$ cat src/design/smcp_pkg.sv
// Package for the serial motor command parser.
// Holds the character codes, action codes and the command queue entry type.
// No dependencies; all design files but smcp_if use it by scoped names.
package smcp_pkg;

	localparam logic [7:0] CH_LOWER_A = 8'h61;
	localparam logic [7:0] CH_LOWER_Z = 8'h7A;
	localparam logic [7:0] CH_T       = 8'h74;
	localparam logic [7:0] CH_P       = 8'h70;
	localparam logic [7:0] CH_A       = 8'h61;
	localparam logic [7:0] CH_L       = 8'h6C;
	localparam logic [7:0] CH_R       = 8'h72;
	localparam logic [7:0] CH_ZERO    = 8'h30;
	localparam logic [7:0] CH_NINE    = 8'h39;
	localparam logic [7:0] CH_MINUS   = 8'h2D;

	localparam logic [35:0] MAG_LIMIT = 36'h0_8000_0000;
	localparam logic [31:0] POS_MAX   = 32'h7FFF_FFFF;

	localparam int QUEUE_DEPTH = 2;

	typedef enum logic [2:0] {
		ACT_TOGGLE = 3'd0,
		ACT_PRINT  = 3'd1,
		ACT_MODE   = 3'd2,
		ACT_LEFT   = 3'd3,
		ACT_RIGHT  = 3'd4
	} smcp_action_t;

	typedef struct packed {
		smcp_action_t       action;
		logic signed [31:0] value;
	} smcp_exec_t;

	typedef struct packed {
		logic push;
	} smcp_wr_ctl_t;

	typedef struct packed {
		logic pop;
		logic empty;
	} smcp_rd_ctl_t;

endpackage

$ cat src/design/smcp_if.sv
// Channel interfaces of the serial motor command parser.
// Byte input, threshold write and result output, each with valid and ready.
// Depends on nothing.
interface smcp_rx_if;
	logic       valid;
	logic       ready;
	logic [7:0] rx_byte;
	modport source (output valid, output rx_byte, input ready);
	modport sink (input valid, input rx_byte, output ready);
endinterface

interface smcp_cfg_if;
	logic        valid;
	logic        ready;
	logic [30:0] toggle_threshold;
	modport source (output valid, output toggle_threshold, input ready);
	modport sink (input valid, input toggle_threshold, output ready);
endinterface

interface smcp_res_if;
	logic               valid;
	logic               ready;
	logic [2:0]         action;
	logic signed [31:0] value;
	logic               auto_on;
	logic               stop_motors;
	logic               led_on;
	modport source (output valid, output action, output value, output auto_on,
		output stop_motors, output led_on, input ready);
	modport sink (input valid, input action, input value, input auto_on,
		input stop_motors, input led_on, output ready);
endinterface

$ cat src/design/smcp_front.sv
// Front end: takes received bytes, tracks the pending command and gathers the number.
// Pushes a decoded command into the queue when a terminating byte follows a known letter and number characters.
// Depends on smcp_pkg and smcp_rx_if.
module smcp_front #(
	parameter int MAX_CHARS = 10
) (
	input  logic                     clk,
	input  logic                     arst_n,
	smcp_rx_if.sink                  rx,
	input  logic                     q_full,
	output smcp_pkg::smcp_wr_ctl_t   q_wr,
	output smcp_pkg::smcp_exec_t     q_data
);

	localparam int CW = $clog2(MAX_CHARS + 1);

	logic                   armed_q;
	logic                   known_q;
	smcp_pkg::smcp_action_t cmd_q;
	logic [CW-1:0]          count_q;
	logic                   neg_q;
	logic                   done_q;
	logic [31:0]            mag_q;

	logic                   accept;
	logic                   is_letter;
	logic                   is_digit;
	logic                   is_minus;
	logic                   do_gather;
	logic                   do_exec;
	logic [35:0]            mag_next;
	logic                   letter_known;
	smcp_pkg::smcp_action_t letter_cmd;

	assign accept    = rx.valid && rx.ready;
	assign rx.ready  = !q_full;
	assign is_letter = (rx.rx_byte >= smcp_pkg::CH_LOWER_A) && (rx.rx_byte <= smcp_pkg::CH_LOWER_Z);
	assign is_digit  = (rx.rx_byte >= smcp_pkg::CH_ZERO) && (rx.rx_byte <= smcp_pkg::CH_NINE);
	assign is_minus  = (rx.rx_byte == smcp_pkg::CH_MINUS);
	assign do_gather = armed_q && (is_digit || is_minus) && (count_q < CW'(MAX_CHARS));
	assign do_exec   = !is_letter && !do_gather && armed_q && (count_q != '0);

	always_comb begin
		mag_next = ({4'b0, mag_q} << 3) + ({4'b0, mag_q} << 1) + {32'b0, rx.rx_byte[3:0]};
		if (mag_next > smcp_pkg::MAG_LIMIT) begin
			mag_next = smcp_pkg::MAG_LIMIT;
		end
	end

	always_comb begin
		letter_known = 1'b1;
		letter_cmd   = smcp_pkg::ACT_PRINT;
		unique case (rx.rx_byte)
			smcp_pkg::CH_T: letter_cmd = smcp_pkg::ACT_TOGGLE;
			smcp_pkg::CH_P: letter_cmd = smcp_pkg::ACT_PRINT;
			smcp_pkg::CH_A: letter_cmd = smcp_pkg::ACT_MODE;
			smcp_pkg::CH_L: letter_cmd = smcp_pkg::ACT_LEFT;
			smcp_pkg::CH_R: letter_cmd = smcp_pkg::ACT_RIGHT;
			default: letter_known = 1'b0;
		endcase
	end

	always_comb begin
		q_data.action = cmd_q;
		if (neg_q) begin
			q_data.value = -$signed(mag_q);
		end else if (mag_q[31]) begin
			q_data.value = $signed(smcp_pkg::POS_MAX);
		end else begin
			q_data.value = $signed(mag_q);
		end
		q_wr.push = accept && do_exec && known_q;
	end

	always_ff @(posedge clk or negedge arst_n) begin
		if (!arst_n) begin
			armed_q <= 1'b0;
			known_q <= 1'b0;
			cmd_q   <= smcp_pkg::ACT_TOGGLE;
			count_q <= '0;
			neg_q   <= 1'b0;
			done_q  <= 1'b0;
			mag_q   <= '0;
		end else if (accept) begin
			if (is_letter) begin
				armed_q <= 1'b1;
				known_q <= letter_known;
				cmd_q   <= letter_cmd;
				count_q <= '0;
				neg_q   <= 1'b0;
				done_q  <= 1'b0;
				mag_q   <= '0;
			end else if (do_gather) begin
				count_q <= count_q + CW'(1);
				if (!done_q) begin
					if (is_minus) begin
						if (count_q == '0) begin
							neg_q <= 1'b1;
						end else begin
							done_q <= 1'b1;
						end
					end else begin
						mag_q <= mag_next[31:0];
					end
				end
			end else begin
				armed_q <= 1'b0;
			end
		end
	end

endmodule

$ cat src/design/smcp_queue.sv
// Short command queue between the front end and the back end.
// Register storage with read and write pointers and a fill count.
// Depends on smcp_pkg.
module smcp_queue #(
	parameter int DEPTH = 2
) (
	input  logic                   clk,
	input  logic                   arst_n,
	input  smcp_pkg::smcp_wr_ctl_t wr,
	input  smcp_pkg::smcp_exec_t   wr_data,
	output logic                   full,
	input  logic                   pop,
	output smcp_pkg::smcp_rd_ctl_t rd,
	output smcp_pkg::smcp_exec_t   rd_data
);

	localparam int AW = (DEPTH > 1) ? $clog2(DEPTH) : 1;
	localparam int NW = $clog2(DEPTH + 1);

	smcp_pkg::smcp_exec_t mem_q [DEPTH];
	logic [AW-1:0]        wr_ptr_q;
	logic [AW-1:0]        rd_ptr_q;
	logic [NW-1:0]        count_q;
	logic                 do_push;
	logic                 do_pop;

	assign full    = (count_q == NW'(DEPTH));
	assign rd.empty = (count_q == '0);
	assign rd.pop  = do_pop;
	assign do_push = wr.push && !full;
	assign do_pop  = pop && !rd.empty;
	assign rd_data = mem_q[rd_ptr_q];

	always_ff @(posedge clk) begin
		if (do_push) begin
			mem_q[wr_ptr_q] <= wr_data;
		end
	end

	always_ff @(posedge clk or negedge arst_n) begin
		if (!arst_n) begin
			wr_ptr_q <= '0;
			rd_ptr_q <= '0;
			count_q  <= '0;
		end else begin
			if (do_push) begin
				wr_ptr_q <= (wr_ptr_q == AW'(DEPTH - 1)) ? '0 : wr_ptr_q + AW'(1);
			end
			if (do_pop) begin
				rd_ptr_q <= (rd_ptr_q == AW'(DEPTH - 1)) ? '0 : rd_ptr_q + AW'(1);
			end
			if (do_push && !do_pop) begin
				count_q <= count_q + NW'(1);
			end else if (do_pop && !do_push) begin
				count_q <= count_q - NW'(1);
			end
		end
	end

endmodule

$ cat src/design/smcp_back.sv
// Back end: carries out queued commands against the LED and auto mode state.
// Holds the toggle threshold and the registered result request.
// Depends on smcp_pkg, smcp_cfg_if and smcp_res_if.
module smcp_back (
	input  logic                   clk,
	input  logic                   arst_n,
	smcp_cfg_if.sink               cfg,
	smcp_res_if.source             res,
	input  smcp_pkg::smcp_rd_ctl_t q_rd,
	input  smcp_pkg::smcp_exec_t   q_data,
	output logic                   q_pop
);

	logic [30:0]        thr_q;
	logic               auto_q;
	logic               led_q;
	logic               res_valid_q;
	logic [2:0]         res_action_q;
	logic signed [31:0] res_value_q;
	logic               res_auto_q;
	logic               res_stop_q;
	logic               res_led_q;

	logic               emit;
	logic               auto_next;
	logic               led_next;
	logic               stop;

	assign cfg.ready = 1'b1;
	assign q_pop     = !q_rd.empty && (!res_valid_q || res.ready);

	always_comb begin
		emit      = 1'b0;
		auto_next = auto_q;
		led_next  = led_q;
		stop      = 1'b0;
		unique case (q_data.action)
			smcp_pkg::ACT_TOGGLE: begin
				if (q_data.value > $signed({1'b0, thr_q})) begin
					emit     = 1'b1;
					led_next = !led_q;
				end
			end
			smcp_pkg::ACT_PRINT: emit = 1'b1;
			smcp_pkg::ACT_MODE: begin
				emit      = 1'b1;
				auto_next = !auto_q;
				stop      = auto_q;
			end
			smcp_pkg::ACT_LEFT, smcp_pkg::ACT_RIGHT: emit = !auto_q;
			default: emit = 1'b0;
		endcase
	end

	always_ff @(posedge clk or negedge arst_n) begin
		if (!arst_n) begin
			thr_q       <= 31'd300;
			auto_q      <= 1'b0;
			led_q       <= 1'b0;
			res_valid_q <= 1'b0;
		end else begin
			if (cfg.valid && cfg.ready) begin
				thr_q <= cfg.toggle_threshold;
			end
			if (q_rd.pop) begin
				auto_q      <= auto_next;
				led_q       <= led_next;
				res_valid_q <= emit;
			end else if (res.ready) begin
				res_valid_q <= 1'b0;
			end
		end
	end

	always_ff @(posedge clk) begin
		if (q_rd.pop) begin
			res_action_q <= q_data.action;
			res_value_q  <= q_data.value;
			res_auto_q   <= auto_next;
			res_stop_q   <= stop;
			res_led_q    <= led_next;
		end
	end

	assign res.valid       = res_valid_q;
	assign res.action      = res_action_q;
	assign res.value       = res_value_q;
	assign res.auto_on     = res_auto_q;
	assign res.stop_motors = res_stop_q;
	assign res.led_on      = res_led_q;

endmodule

$ cat src/design/serial_motor_command_parser.sv
// Serial motor command parser, top level: front end, command queue and back end.
// Takes one byte per cycle while the queue has room; the front end never waits on a result.
// A terminating byte's command enters the queue on accept and the result register on pop.
// Sustained throughput is one byte per cycle while the queue has room.
// Reset clears the parser, the queue, the LED and auto mode, and sets the threshold to 300.
// Depends on smcp_pkg, smcp_if, smcp_front, smcp_queue and smcp_back.
module serial_motor_command_parser #(
	parameter int MAX_CHARS = 10
) (
	input logic        clk,
	input logic        arst_n,
	smcp_rx_if.sink    rx,
	smcp_cfg_if.sink   cfg,
	smcp_res_if.source res
);

	smcp_pkg::smcp_wr_ctl_t q_wr;
	smcp_pkg::smcp_rd_ctl_t q_rd;
	smcp_pkg::smcp_exec_t   q_in;
	smcp_pkg::smcp_exec_t   q_out;
	logic                   q_full;
	logic                   q_pop;

	smcp_front #(
		.MAX_CHARS(MAX_CHARS)
	) u_front (
		.clk    (clk),
		.arst_n (arst_n),
		.rx     (rx),
		.q_full (q_full),
		.q_wr   (q_wr),
		.q_data (q_in)
	);

	smcp_queue #(
		.DEPTH(smcp_pkg::QUEUE_DEPTH)
	) u_queue (
		.clk     (clk),
		.arst_n  (arst_n),
		.wr      (q_wr),
		.wr_data (q_in),
		.full    (q_full),
		.pop     (q_pop),
		.rd      (q_rd),
		.rd_data (q_out)
	);

	smcp_back u_back (
		.clk    (clk),
		.arst_n (arst_n),
		.cfg    (cfg),
		.res    (res),
		.q_rd   (q_rd),
		.q_data (q_out),
		.q_pop  (q_pop)
	);

endmodule

$ cat src/flat_wrapper.sv
// flat-port wrapper written by rule: the top's interface ports become plain ports
module serial_motor_command_parser_flat 
#(
	parameter int MAX_CHARS = 10
)
  (clk, arst_n, rx_valid, rx_rx_byte, rx_ready, cfg_valid, cfg_toggle_threshold, cfg_ready, res_valid, res_action, res_value, res_auto_on, res_stop_motors, res_led_on, res_ready);
  smcp_rx_if rx_i ();
  smcp_cfg_if cfg_i ();
  smcp_res_if res_i ();
  input logic clk;
  input logic arst_n;
  input wire logic [$bits(rx_i.valid)-1:0] rx_valid;
  input wire logic [$bits(rx_i.rx_byte)-1:0] rx_rx_byte;
  output wire logic [$bits(rx_i.ready)-1:0] rx_ready;
  input wire logic [$bits(cfg_i.valid)-1:0] cfg_valid;
  input wire logic [$bits(cfg_i.toggle_threshold)-1:0] cfg_toggle_threshold;
  output wire logic [$bits(cfg_i.ready)-1:0] cfg_ready;
  output wire logic [$bits(res_i.valid)-1:0] res_valid;
  output wire logic [$bits(res_i.action)-1:0] res_action;
  output wire logic [$bits(res_i.value)-1:0] res_value;
  output wire logic [$bits(res_i.auto_on)-1:0] res_auto_on;
  output wire logic [$bits(res_i.stop_motors)-1:0] res_stop_motors;
  output wire logic [$bits(res_i.led_on)-1:0] res_led_on;
  input wire logic [$bits(res_i.ready)-1:0] res_ready;
  assign rx_i.valid = rx_valid;
  assign rx_i.rx_byte = rx_rx_byte;
  assign rx_ready = rx_i.ready;
  assign cfg_i.valid = cfg_valid;
  assign cfg_i.toggle_threshold = cfg_toggle_threshold;
  assign cfg_ready = cfg_i.ready;
  assign res_valid = res_i.valid;
  assign res_action = res_i.action;
  assign res_value = res_i.value;
  assign res_auto_on = res_i.auto_on;
  assign res_stop_motors = res_i.stop_motors;
  assign res_led_on = res_i.led_on;
  assign res_i.ready = res_ready;
  serial_motor_command_parser #(.MAX_CHARS(MAX_CHARS)) u_core (.clk(clk), .arst_n(arst_n), .rx(rx_i), .cfg(cfg_i), .res(res_i));
endmodule
$ cat config.mk
export PLATFORM = sky130hd
export DESIGN_NAME = serial_motor_command_parser_flat
export DESIGN_NICKNAME = d
export VERILOG_FILES = /design/src/design/smcp_pkg.sv /design/src/design/smcp_if.sv /design/src/design/smcp_front.sv /design/src/design/smcp_queue.sv /design/src/design/smcp_back.sv /design/src/design/serial_motor_command_parser.sv /design/src/flat_wrapper.sv
export SDC_FILE = /design/constraint.sdc
export NUM_CORES = 1
export LEC_CHECK = 0
export BUFFER_PORTS_ARGS = -buffer_cell sky130_fd_sc_hd__buf_2
export CORE_AREA = 2 2 185 187
export CTS_BUF_LIST = sky130_fd_sc_hd__clkbuf_16
export DETAILED_ROUTE_END_ITERATION = 16
export DIE_AREA = 0 0 187 189
export SYNTH_ARGS = -nofsm -noshare
export SYNTH_HDL_FRONTEND = slang
export SYNTH_HIERARCHICAL = 1
export SYNTH_SLANG_ARGS = --single-unit
$ cat constraint.sdc
create_clock -name clk -period 4.15 [get_ports clk]
set_clock_uncertainty 0.1 [all_clocks]
set_input_delay 0.83 -clock clk [delete_from_list [all_inputs] [get_ports clk]]
set_output_delay 0.83 -clock clk [all_outputs]
set_load 0.01 [all_outputs]
==> summary.json <==
{
  "worst_setup_path": {
    "setup.reg_to_reg.worst_slack_ps": 440,
    "timing.setup.critical_path_class": "in2reg",
    "worst_setup_path_end_kind": "register",
    "ff2ff_path_depth": 12,
    "r2r-start": "u_core/u_front/mag_q[2]",
    "arrival_ps": 4020,
    "regToRegEndpoint": "u_core/u_front/mag_q[23]",
    "timing.critical_path.from_type": "input pin",
    "crit_fanout": 11,
    "cp.required_ps": 4420
  },
  "timing": {
    "hold_viol_final": 0,
    "final-max-slew-violation-count": 0,
    "max_slew.worst_pin.slew_ps": 1030,
    "tns_ps": 0,
    "setup_violations": 0,
    "final_min_period_over_clock_period": 0.904,
    "layout_min_cycle_time_ps": 3750,
    "slew_headroom": 0.309,
    "fmax_mhz": 267,
    "setup_repair_after_global_routing_missed_its_margin": "no"
  },
  "routing": {
    "antenna_left": 0,
    "via_count": 8335,
    "drt_first_iter_violations": 443,
    "routed_via_density": 5.11,
    "iteration_count_of_the_initial_detailed_routing_pass": 6,
    "drt-total-wl_mm": 25.0,
    "wl_per_cell_um": 15.4,
    "drcViolationCount": 0
  },
  "grt": {
    "use_met3": 0.0228,
    "grt_util_met1": 0.187,
    "global_route.usage.met2": 0.246,
    "grt_busiest_layer": "met2",
    "vias_in_the_first_global_route": 8215,
    "wire_length_of_the_first_global_routing_pass_mm": 41.6,
    "grt-ovfl-total": 0,
    "grt_util_overall": 0.144,
    "largest_net_degree_at_the_start_of_global_routing": 67,
    "grt_antenna_before_repair": 0
  },
  "clock_network": {
    "cts_made_buffers": 17,
    "cts_resized": 0,
    "cts_root_buf": "clkbuf_16",
    "cts.htree.levels": 4,
    "cts-hold-fix-buffers": 0,
    "clk_transition_reported_paths_ps": 70,
    "insertion_delay_ps": 440,
    "max-clock-path-buffers": 2,
    "cts.sinks": 189,
    "tritoncts": "built",
    "cts_post_setup_buffers_inserted": 0
  },
  "logic_synthesis": {
    "area_of_the_mapped_netlist_mm2": 0.0115,
    "yosys_register_bits": 189,
    "synth_area_leader_cell": "edfxtp_1",
    "synth.top_cell.area_share": 0.282,
    "distinct_cells_synth": 87,
    "synthCells": 1096,
    "synthArstFlopShare": 0.429,
    "yosysSeqAreaShare": 0.458,
    "count_of_flip_flops_with_a_built_in_enable_after_synthesis": 108,
    "synth.net_count": 1241,
    "synth_top_cells_by_count": "nand2_1 (150), edfxtp_1 (108), ha_1 (99), o21ai_0 (83), dfrtp_1 (77)",
    "syn_area_per_cell_um2": 10.5,
    "synthFlopType": "edfxtp_1",
    "yosys-top-cells-area": "edfxtp_1 (28%), dfrtp_1 (17%), ha_1 (11%), nand2_1 (4.9%), mux2_4 (3.8%)",
    "synth.most_common_cell": "nand2_1",
    "ys.warnings.count": 6
  },
  "pwr": {
    "power_density_mw_per_mm2": 412,
    "power.leakage_nw": 5.84,
    "vdd.ir_drop.worst_v": 0.000296
  },
  "run_status": {
    "status": "complete, no violations"
  },
  "final_layout": {
    "layout-drive-gt1-share": 0.191,
    "antennaDiodeCount": 0,
    "finalNetCount": 1315,
    "final_cells": 1631,
    "area.growth.synth_to_final_pct": 12.3
  },
  "min_path": {
    "hold_path_end": "u_core/u_queue/mem_q[0][34]",
    "whs_path_depth": 0,
    "hold_path.class": "reg2reg",
    "hold_start": "u_core/u_front/cmd_q[2]"
  },
  "floorplan": {
    "boundaryPins": 85,
    "dieHeight_um": 189,
    "core.rowCount": 67,
    "chipWidth_um": 187,
    "die_area_mm2": 0.0353,
    "design.core.area_mm2": 0.0333,
    "start_util": 0.346
  },
  "placement": {
    "place_congestion": 0.883,
    "dpl.cell_count": 1599,
    "port_buffers": 83,
    "dpl.hpwl_mm": 18.8
  },
  "job": {
    "drv.max_cap_violation_count": 0
  }
}
worst max-delay path by stage:
stage | from | end | slack, ps | cells past startpoint
finish | rx_rx_byte[3] | u_core/u_front/mag_q[23] | 400 | 13
global route | u_core/u_front/mag_q[2] | u_core/u_front/mag_q[23] | 210 | 12
CTS | rx_rx_byte[3] | u_core/u_front/mag_q[23] | 440 | 13
detailed placement | rx_rx_byte[3] | u_core/u_front/mag_q[23] | -4 | 13
global placement | rx_rx_byte[3] | u_core/u_front/mag_q[21] | 150 | 13
floorplan | rx_rx_byte[3] | u_core/u_queue/mem_q[0][0] | 160 | 8
registers in the layout, indices dropped and copies added (netlist names), 2 cells and up:
register	cells
u_core/u_front/cmd_q	3
u_core/u_front/mag_q	32
u_core/u_back/res.action	3
u_core/u_queue/mem_q	70
u_core/u_back/res.value	32
u_core/u_front/count_q	4
u_core/u_back/thr_q	31
u_core/u_queue/count_q	2
cells in the final DEF (no fill, tap or decap), types with 20 or more instances in the layout:
master	Yosys	routed
a21oi_1	74	74
buf_2	6	82
dfrtp_1	77	76
edfxtp_1	108	108
ha_1	99	99
inv_1	56	58
mux2_4	29	29
nand2_1	150	150
nand3_1	23	23
nand4_1	20	20
nor2_1	52	51
nor3_1	22	22
o21ai_0	83	83
o21ai_2	32	32
metal layers:
layer,routed length (µm),up-vias
met5,0,-
met4,410,0
met3,838,21
met2,12000,170
met1,11800,3985
li1,-,4159
layout make-up:
| cell class | instances | area [µm²] |
|---|---|---|
| repair buffers | 99 | 551 |
| well taps | 448 | 561 |
| clock inverters | 14 | 140 |
| fillers | 3279 | 20400 |
| flip-flops and latches | 189 | 5280 |
| clock buffers | 18 | 450 |
| inverters | 56 | 210 |
| multi-input cells | 807 | 5730 |
cell families after synthesis:
family,count (synthesis),synth area share
simple gates,334,0.144
compound gates,294,0.165
other cells,1,0.000326
xor+xnor,37,0.0288
mux,40,0.0482
flops,189,0.458
buf+inv,100,0.0437
fa+ha+maj,101,0.111
stage by stage:
step / total power [mW] / hold WS (ps) / utilization / setup WS [ps] / instance area, µm²
CTS: 5.39 / 390 / 0.388 / 436 / 12900
finish: 5.32 / 384 / 0.388 / 399 / 12900
detailed placement: 3.75 / 370 / 0.370 / -3.88 / 12300
global placement: 3.72 / 357 / 0.370 / 146 / 12300
floorplan: 3.37 / 342 / - / 162 / 11500
global route: 5.61 / 407 / 0.388 / 207 / 12900
power by group:
part           internal [mW]  leakage [nW]  switching [mW]  total, mW
Sequential              2.35          2.18           0.167       2.52
Clock                  0.923         0.297           0.707       1.63
Combinational          0.473          3.36           0.696       1.17
Total                   3.75          5.84            1.57       5.32
worst max-delay path, stage by stage:
cell and delay, ps:
buf_2 90, inv_1 80, fa_1 540, fa_1 480
nor2b_1 170, o31a_1 220, o211ai_1 120, a211oi_1 360
o21ai_0 200, mux2i_1 340, nand4_4 190, buf_4 250
o21ai_2 140
Note: power is estimated with default switching activity, not from simulation.
